--- config.mk ---
export PLATFORM = sky130hd
export DESIGN_NAME = sample_size_table_insert
export DESIGN_NICKNAME = d
export VERILOG_FILES = /design/src/rtl/sst_pkg.sv /design/src/rtl/sst_ram.sv /design/src/rtl/sst_ctrl.sv /design/src/rtl/sst_dp.sv /design/src/rtl/sample_size_table_insert.sv
export SDC_FILE = /design/constraint.sdc
export NUM_CORES = 1
export LEC_CHECK = 0
export BUFFER_PORTS_ARGS = -buffer_cell sky130_fd_sc_hd__clkbuf_2
export CAP_MARGIN = 40
export CORE_MARGIN = 5
export CORE_UTILIZATION = 55
export DETAILED_ROUTE_END_ITERATION = 10
export GPL_ROUTABILITY_DRIVEN = 0
export PLACE_DENSITY = 0.74
export REMOVE_ABC_BUFFERS = 1
export SETUP_SLACK_MARGIN = 0.5
export SYNTH_ARGS = -nofsm -noshare
export SYNTH_HDL_FRONTEND = slang
export SYNTH_HIERARCHICAL = 1
export SYNTH_SLANG_ARGS = --single-unit
--- constraint.sdc ---
create_clock -name clk -period 11.4 [get_ports clk]
set_input_delay 0.57 -clock clk [delete_from_list [all_inputs] [get_ports clk]]
set_output_delay 0.57 -clock clk [all_outputs]
set_load 0.005 [all_outputs]
--- src/rtl/sst_pkg.sv ---
// ---------------------------------------------------------------------------
// sst_pkg
// Shared types and codes for the sample size table insert block.
// ---------------------------------------------------------------------------
`default_nettype none

package sst_pkg;

  // Result status codes
  localparam logic [1:0] ST_OK    = 2'd0;
  localparam logic [1:0] ST_BAD   = 2'd1;
  localparam logic [1:0] ST_UNSUP = 2'd2;
  localparam logic [1:0] ST_FULL  = 2'd3;

  localparam int POS_W  = 11;
  localparam int SIZE_W = 32;
  localparam int PACK_W = 11;
  localparam int OCNT_W = 11;

  // Table action chosen for one item
  typedef enum logic [2:0] {
    ACT_NONE,
    ACT_SET,
    ACT_ADD,
    ACT_EXPAND,
    ACT_INSERT
  } act_t;

  typedef enum logic [3:0] {
    S_IDLE,
    S_PREP,
    S_DIV,
    S_DECIDE,
    S_FILL,
    S_SH_CHK,
    S_SH_WR,
    S_INS,
    S_DONE
  } state_t;

  // Controller to datapath
  typedef struct packed {
    logic load;
    logic div_start;
    logic dec_load;
    logic idx_zero;
    logic idx_held;
    logic idx_inc;
    logic idx_dec;
    logic wr_fill;
    logic wr_shift;
    logic wr_ins;
    logic commit;
  } cmd_t;

  // Datapath to controller
  typedef struct packed {
    logic pack_gt1;
    logic div_busy;
    act_t act;
    logic idx_last;
    logic idx_ge_pos;
    logic out_free;
  } sts_t;

endpackage

`default_nettype wire

--- src/rtl/sst_ram.sv ---
// ---------------------------------------------------------------------------
// sst_ram
// Generic simple dual-port RAM, one write and one registered read port.
// ---------------------------------------------------------------------------
`default_nettype none

module sst_ram #(
  parameter int WIDTH = 32,
  parameter int DEPTH = 1024
) (
  input  wire logic                     clk,
  input  wire logic                     we,
  input  wire logic [$clog2(DEPTH)-1:0] waddr,
  input  wire logic [WIDTH-1:0]         wdata,
  input  wire logic [$clog2(DEPTH)-1:0] raddr,
  output logic      [WIDTH-1:0]         rdata
);

  logic [WIDTH-1:0] mem [DEPTH];

  // Write and registered read
  always_ff @(posedge clk) begin
    if (we) begin
      mem[waddr] <= wdata;
    end
    rdata <= mem[raddr];
  end

endmodule

`default_nettype wire

--- src/rtl/sst_ctrl.sv ---
// ---------------------------------------------------------------------------
// sst_ctrl
// Sequencer: divide, decide, fill or shift the size store, then report.
// ---------------------------------------------------------------------------
`default_nettype none

module sst_ctrl
  import sst_pkg::*;
(
  input  wire logic clk,
  input  wire logic rst_n,
  input  wire logic in_tvalid,
  output logic      in_tready,
  input  wire sts_t sts,
  output cmd_t      cmd
);

  state_t state_r, state_nxt;

  // Hold state
  always_ff @(posedge clk) begin
    if (!rst_n) begin
      state_r <= S_IDLE;
    end else begin
      state_r <= state_nxt;
    end
  end

  // Advance and issue commands
  always_comb begin
    state_nxt = state_r;
    cmd       = '0;
    in_tready = 1'b0;
    case (state_r)
      S_IDLE: begin
        in_tready = 1'b1;
        if (in_tvalid) begin
          cmd.load  = 1'b1;
          state_nxt = S_PREP;
        end
      end
      S_PREP: begin
        if (sts.pack_gt1) begin
          cmd.div_start = 1'b1;
          state_nxt     = S_DIV;
        end else begin
          state_nxt = S_DECIDE;
        end
      end
      S_DIV: begin
        if (!sts.div_busy) begin
          state_nxt = S_DECIDE;
        end
      end
      S_DECIDE: begin
        cmd.dec_load = 1'b1;
        case (sts.act)
          ACT_EXPAND: begin
            cmd.idx_zero = 1'b1;
            state_nxt    = S_FILL;
          end
          ACT_INSERT: begin
            cmd.idx_held = 1'b1;
            state_nxt    = S_SH_CHK;
          end
          default: state_nxt = S_DONE;
        endcase
      end
      S_FILL: begin
        cmd.wr_fill = 1'b1;
        if (sts.idx_last) begin
          state_nxt = S_DONE;
        end else begin
          cmd.idx_inc = 1'b1;
        end
      end
      S_SH_CHK: begin
        // read of the entry below idx is in flight
        state_nxt = sts.idx_ge_pos ? S_SH_WR : S_INS;
      end
      S_SH_WR: begin
        cmd.wr_shift = 1'b1;
        cmd.idx_dec  = 1'b1;
        state_nxt    = S_SH_CHK;
      end
      S_INS: begin
        cmd.wr_ins = 1'b1;
        state_nxt  = S_DONE;
      end
      S_DONE: begin
        if (sts.out_free) begin
          cmd.commit = 1'b1;
          state_nxt  = S_IDLE;
        end
      end
      default: state_nxt = S_IDLE;
    endcase
  end

endmodule

`default_nettype wire

--- src/rtl/sst_dp.sv ---
// ---------------------------------------------------------------------------
// sst_dp
// Datapath: table registers, size store, bit-serial divider, result register.
// ---------------------------------------------------------------------------
`default_nettype none

module sst_dp
  import sst_pkg::*;
#(
  parameter int DEPTH = 1024
) (
  input  wire logic              clk,
  input  wire logic              rst_n,
  input  wire logic              cfg_we,
  input  wire logic              cfg_wdata,
  input  wire logic [POS_W-1:0]  in_pos,
  input  wire logic [SIZE_W-1:0] in_size,
  input  wire logic [PACK_W-1:0] in_pack,
  input  wire logic              out_tready,
  output logic                   out_tvalid,
  output logic [1:0]             out_status,
  output logic [OCNT_W-1:0]      out_count,
  output logic                   out_expanded,
  input  wire cmd_t              cmd,
  output sts_t                   sts
);

  localparam int AW    = $clog2(DEPTH);
  localparam int CNT_W = $clog2(DEPTH + 1);
  localparam int SW    = ((CNT_W > PACK_W) ? CNT_W : PACK_W) + 1;
  localparam logic [SW-1:0] DEPTH_W = SW'(DEPTH);

  logic              cbm_r;
  logic [CNT_W-1:0]  held_r, idx_r;
  logic [SIZE_W-1:0] common_r, quo_r;
  logic              exp_r;
  logic [POS_W-1:0]  pos_r;
  logic [PACK_W-1:0] pack_r, rem_r;
  logic [5:0]        dcnt_r;
  logic [1:0]        stat_r;
  act_t              act_r;
  logic              ov_r;
  logic [1:0]        ost_r;
  logic [OCNT_W-1:0] ocnt_r;
  logic              oexp_r;

  // Effective pack count and wide copies for compares
  logic [PACK_W-1:0] pack_eff;
  logic [SW-1:0]     held_w, pos_w, pack_w, idx_w;
  logic [1:0]        stat_c;
  act_t              act_c;

  assign pack_eff = (pack_r == '0) ? PACK_W'(1) : pack_r;
  assign held_w   = SW'(held_r);
  assign pos_w    = SW'(pos_r);
  assign pack_w   = SW'(pack_eff);
  assign idx_w    = SW'(idx_r);

  // Choose status and action from the divided size
  always_comb begin
    stat_c = ST_OK;
    act_c  = ACT_NONE;
    if (pos_r == '0 || pos_w > held_w + SW'(1)) begin
      stat_c = ST_BAD;
    end else if (!exp_r) begin
      if (held_r == '0 && !cbm_r) begin
        if (pack_w > DEPTH_W) stat_c = ST_FULL;
        else act_c = ACT_SET;
      end else if (common_r == quo_r) begin
        if (held_w + pack_w > DEPTH_W) stat_c = ST_FULL;
        else act_c = ACT_ADD;
      end else if (pack_eff > PACK_W'(1)) begin
        stat_c = ST_UNSUP;
      end else if (held_w + SW'(1) > DEPTH_W) begin
        stat_c = ST_FULL;
      end else begin
        act_c = ACT_EXPAND;
      end
    end else if (held_w + SW'(1) > DEPTH_W) begin
      stat_c = ST_FULL;
    end else begin
      act_c = ACT_INSERT;
    end
  end

  // Restoring divide step: one quotient bit per cycle
  logic [PACK_W+1:0] trial;
  assign trial = {1'b0, rem_r, quo_r[SIZE_W-1]} - {2'b00, pack_r};

  // Size store
  logic              we;
  logic [AW-1:0]     waddr, raddr;
  logic [SIZE_W-1:0] wdata, rdata;
  logic [CNT_W-1:0]  idx_m1;
  logic [SW-1:0]     pos_m1;

  assign idx_m1 = idx_r - CNT_W'(1);
  assign pos_m1 = pos_w - SW'(1);
  assign raddr  = idx_m1[AW-1:0];

  always_comb begin
    we    = cmd.wr_fill | cmd.wr_shift | cmd.wr_ins;
    waddr = idx_r[AW-1:0];
    wdata = rdata;
    if (cmd.wr_fill) begin
      wdata = (idx_w + SW'(1) == pos_w) ? quo_r : common_r;
    end else if (cmd.wr_ins) begin
      waddr = pos_m1[AW-1:0];
      wdata = quo_r;
    end
  end

  sst_ram #(.WIDTH(SIZE_W), .DEPTH(DEPTH)) u_ram (
    .clk   (clk),
    .we    (we),
    .waddr (waddr),
    .wdata (wdata),
    .raddr (raddr),
    .rdata (rdata)
  );

  // Table state after commit
  logic [CNT_W-1:0] held_nxt;
  always_comb begin
    held_nxt = held_r;
    case (act_r)
      ACT_SET:    held_nxt = CNT_W'(pack_eff);
      ACT_ADD:    held_nxt = CNT_W'(held_w + pack_w);
      ACT_EXPAND: held_nxt = held_r + CNT_W'(1);
      ACT_INSERT: held_nxt = held_r + CNT_W'(1);
      default:    held_nxt = held_r;
    endcase
  end

  // Control registers
  always_ff @(posedge clk) begin
    if (!rst_n) begin
      cbm_r    <= 1'b0;
      held_r   <= '0;
      common_r <= '0;
      exp_r    <= 1'b0;
      dcnt_r   <= '0;
      ov_r     <= 1'b0;
    end else begin
      if (cfg_we) cbm_r <= cfg_wdata;
      if (cmd.div_start) begin
        dcnt_r <= 6'(SIZE_W);
      end else if (dcnt_r != '0) begin
        dcnt_r <= dcnt_r - 6'd1;
      end
      if (cmd.commit) begin
        held_r <= held_nxt;
        if (act_r == ACT_SET) common_r <= quo_r;
        if (act_r == ACT_EXPAND) begin
          common_r <= '0;
          exp_r    <= 1'b1;
        end
      end
      if (cmd.commit) begin
        ov_r <= 1'b1;
      end else if (out_tready) begin
        ov_r <= 1'b0;
      end
    end
  end

  // Payload registers
  always_ff @(posedge clk) begin
    if (cmd.load) begin
      pos_r  <= in_pos;
      quo_r  <= in_size;
      pack_r <= in_pack;
    end else if (dcnt_r != '0) begin
      if (!trial[PACK_W+1]) begin
        rem_r <= trial[PACK_W-1:0];
        quo_r <= {quo_r[SIZE_W-2:0], 1'b1};
      end else begin
        rem_r <= {rem_r[PACK_W-2:0], quo_r[SIZE_W-1]};
        quo_r <= {quo_r[SIZE_W-2:0], 1'b0};
      end
    end
    if (cmd.div_start) rem_r <= '0;
    if (cmd.dec_load) begin
      stat_r <= stat_c;
      act_r  <= act_c;
    end
    if (cmd.idx_zero) idx_r <= '0;
    else if (cmd.idx_held) idx_r <= held_r;
    else if (cmd.idx_inc) idx_r <= idx_r + CNT_W'(1);
    else if (cmd.idx_dec) idx_r <= idx_m1;
    if (cmd.commit) begin
      ost_r  <= stat_r;
      ocnt_r <= OCNT_W'(held_nxt);
      oexp_r <= exp_r | (act_r == ACT_EXPAND);
    end
  end

  assign sts.pack_gt1   = pack_r > PACK_W'(1);
  assign sts.div_busy   = dcnt_r != '0;
  assign sts.act        = act_c;
  assign sts.idx_last   = idx_r == held_r;
  assign sts.idx_ge_pos = idx_w >= pos_w;
  assign sts.out_free   = !ov_r || out_tready;

  assign out_tvalid   = ov_r;
  assign out_status   = ost_r;
  assign out_count    = ocnt_r;
  assign out_expanded = oexp_r;

endmodule

`default_nettype wire

--- src/rtl/sample_size_table_insert.sv ---
// ---------------------------------------------------------------------------
// sample_size_table_insert
// Sample size table with insert-at-position requests, compact or expanded.
// ---------------------------------------------------------------------------
// One item is taken at a time. An item passes through the prepare, decide
// and done states, plus a bit-serial 32-bit divide when the pack count is
// above 1, plus a fill of held+1 store entries when the table expands (one
// store write a cycle), or a shift of entries from held down to pos for an
// insert in expanded mode, where each shifted entry needs a read and a
// write on the single-port-pair store. The result waits in an output
// register, so the next item may start while it is pending.
`default_nettype none

module sample_size_table_insert
  import sst_pkg::*;
#(
  parameter int DEPTH = 1024
) (
  input  wire logic        clk,
  input  wire logic        rst_n,
  input  wire logic        cfg_we,
  input  wire logic        cfg_wdata,   // compact_box_mode
  input  wire logic        in_tvalid,
  output logic             in_tready,
  input  wire logic [55:0] in_tdata,    // sample_position, sample_size, pack_count
  output logic             out_tvalid,
  input  wire logic        out_tready,
  output logic [15:0]      out_tdata    // status, count_after, is_expanded
);

  cmd_t              cmd;
  sts_t              sts;
  logic [1:0]        o_status;
  logic [OCNT_W-1:0] o_count;
  logic              o_exp;

  sst_ctrl u_ctrl (
    .clk       (clk),
    .rst_n     (rst_n),
    .in_tvalid (in_tvalid),
    .in_tready (in_tready),
    .sts       (sts),
    .cmd       (cmd)
  );

  sst_dp #(.DEPTH(DEPTH)) u_dp (
    .clk          (clk),
    .rst_n        (rst_n),
    .cfg_we       (cfg_we),
    .cfg_wdata    (cfg_wdata),
    .in_pos       (in_tdata[10:0]),
    .in_size      (in_tdata[42:11]),
    .in_pack      (in_tdata[53:43]),
    .out_tready   (out_tready),
    .out_tvalid   (out_tvalid),
    .out_status   (o_status),
    .out_count    (o_count),
    .out_expanded (o_exp),
    .cmd          (cmd),
    .sts          (sts)
  );

  // Pack the result item
  assign out_tdata = {2'b00, o_exp, o_count, o_status};

endmodule

`default_nettype wire
==> flow_summary.yaml <==
power:
  p_sw_uw: 703
  p_int_uw: 1360
  power_frac_clock_pct: 26.7
  leakagePower_uw: 0.00407
  pwr-share-comb_pct: 32.3
  switching_share_pct: 34.0
  peakVddDrop_mv: 0.145
  cellPowerDensity_mw_per_mm2: 197
  p_seq_share_pct: 40.9
die:
  num_io_pins: 80
  initial_core_util_pct: 56.4
  fp.dieW_um: 141
  die-area_mm2: 0.0198
  coreArea_mm2: 0.0166
  die_height_um: 141
  placementRows: 47
clocking:
  cts.path.max_buffers: 2
  clkSinkCount: 151
  cts_tree: "built"
  numCtsBuffers: 17
  clk-insertion-delay-late_ps: 430
  post_cts_resized: 0
  cts_hold_buf: 0
  htree_levels: 4
  root_buffer: "clkbuf_16"
  cts_setup_buffers: 0
  clkTransAtPathRegs_ps: 70
cells_and_area:
  final_nets: 1186
  diodes: 0
  syn_to_final_growth_pct: 11.8
  fin_util_pct: 63.1
  drive_gt1_share_pct: 16.3
global_route:
  grt_use_total_pct: 22.8
  grt_pass1_wl_um: 36900
  grt_pass1_vias: 7615
  grt.overflow.total: 0
  antenna_found_initial: 1
  grt_max_degree: 57
worst_setup_path:
  r2r_setup_slack_ps: 5230
  critPathMaxFanout: 13
  cp.required_ps: 11720
  startpoint_type: "flop"
  end_kind: "flop"
  worstSetupPathType: "reg2reg"
  reg2reg_to: "u_dp/idx_r[10]$_SDFFE_PP0P_"
  r2r_cells: 18
  arrival_ps: 6490
  r2r_start: "u_dp/pack_r[2]$_DFFE_PP_"
worst_hold_path:
  holdPathEnd: "u_dp/pack_r[1]$_DFFE_PP_"
  hp-class: "in2reg"
  hold_depth: 1
  worstHoldStart: "in_tdata[44]"
timing:
  fin_tns_setup_ps: 0
  setup_viol: 0
  finClkSkew_ps: 10.7
  hold_viol_final: 0
  finalCritPeriodShare_pct: 54.1
  period_needed_ps: 6170
  max-slew-margin-rel_pct: 42.7
  drv_slew: 0
  max_freq_mhz: 162
  worst_slew_pin_slew_ps: 838
  rsz0062_at_grt: "false"
placement:
  detailed_place_hpwl_um: 16000
  io_buffers: 75
yosys:
  synth_area_mm2: 0.00939
  syn_inst: 1021
  synth.avg_cell_area_um2: 9.20
  ys_warn_count: 6
drt:
  vias: 7637
  wl_per_cell_um: 17.0
  drt-initial-drc-count: 609
  wirelength_um: 22100
  viasPerCell: 5.88
  drtPass1Iterations: 5
  route.detailed.drc: 0
  ant_nets: 0
status:
  status: "complete, no violations"
job:
  maxCapViolCount: 0
## registers in the layout, summed over array words and instances (netlist names)
signal / cells
u_dp/out_tvalid: 1
u_dp/rem_r: 11
u_dp/pos_r: 11
u_dp/out_expanded: 1
u_dp/out_status: 2
u_ctrl/state_r: 4
u_dp/cbm_r: 1
u_dp/dcnt_r: 6
u_dp/quo_r: 32
u_dp/held_r: 11
u_dp/stat_r: 2
u_dp/common_r: 32
u_dp/idx_r: 11
u_dp/exp_r: 1
u_dp/pack_r: 11
u_dp/act_r: 3
u_dp/out_count: 11
## area by class of cell
type                            count  area [um2]
Clock inverter                     11         111
Inverter                           57         214
Multi-Input combinational cell    751        5170
Timing Repair Buffer               88         497
Sequential cell                   151        3750
Clock buffer                       21         472
Fill cell                        1352        6140
Tap cell                          220         275
## power groups by stage
stage / logic [uW] / registers [uW] / clock network [uW]
floorplan: 525 / 816 / 0
global placement: 645 / 852 / 0
detailed placement: 667 / 856 / 0
CTS: 673 / 845 / 566
global route: 748 / 861 / 592
finish: 669 / 846 / 553
## worst max path at each step
stage | from | endpoint | slack, ps | depth (start not counted)
detailed placement | u_dp/pack_r[2]$_DFFE_PP_ | u_dp/idx_r[10]$_SDFFE_PP0P_ | 5390 | 18
finish | u_dp/pack_r[2]$_DFFE_PP_ | u_dp/idx_r[10]$_SDFFE_PP0P_ | 5230 | 18
CTS | u_dp/pack_r[2]$_DFFE_PP_ | u_dp/idx_r[10]$_SDFFE_PP0P_ | 5320 | 18
global route | u_dp/pack_r[2]$_DFFE_PP_ | u_dp/idx_r[10]$_SDFFE_PP0P_ | 4790 | 18
floorplan | u_dp/pack_r[2]$_DFFE_PP_ | u_dp/idx_r[9]$_SDFFE_PP0P_ | 6240 | 18
global placement | u_dp/pack_r[2]$_DFFE_PP_ | u_dp/idx_r[10]$_SDFFE_PP0P_ | 5480 | 18
## metrics by stage
stage	cells	setup WS [ps]	power, uW	hold WS (ps)	area [um2]
floorplan	959	6240	1340	400	9140
finish	1299	5230	2070	314	10500
global placement	1264	5480	1500	450	9870
global route	1299	4790	2200	292	10500
CTS	1299	5320	2080	295	10500
detailed placement	1267	5390	1520	456	9910
## worst max-delay path: stages, from the launching register on
cell and delay [ps]:
edfxtp_1 570, nor4_1 420, nand4_1 260, o21bai_1 380, ha_1 270, inv_1 60
fa_1 430, and3b_1 360, a2111o_1 160, o211ai_2 100, or4b_1 540, nor3_1 240
a31oi_1 150, or4b_4 560, a21boi_0 280, nand3b_1 170, nor2_1 690, nor3b_1 100
a211o_1 310
## routing by layer
metal	track usage, %	vias up	share of wire, %
met3	5.35	54	5.9
met4	8.52	2	3.1
met5	0	-	0.059
met2	38.9	238	48
li1	-	3776	-
met1	28.3	3567	43
## cells in the final DEF, fill, tap and decap left out, types with 47 or more instances in the layout
cell	n
inv_1	54
clkbuf_2	75
nand3_1	47
a21oi_1	81
xnor2_1	74
nand2_1	82
nor2_1	82
edfxtp_1	73
ha_1	55
dfxtp_1	78
Note: power is estimated with default switching activity, not from simulation.
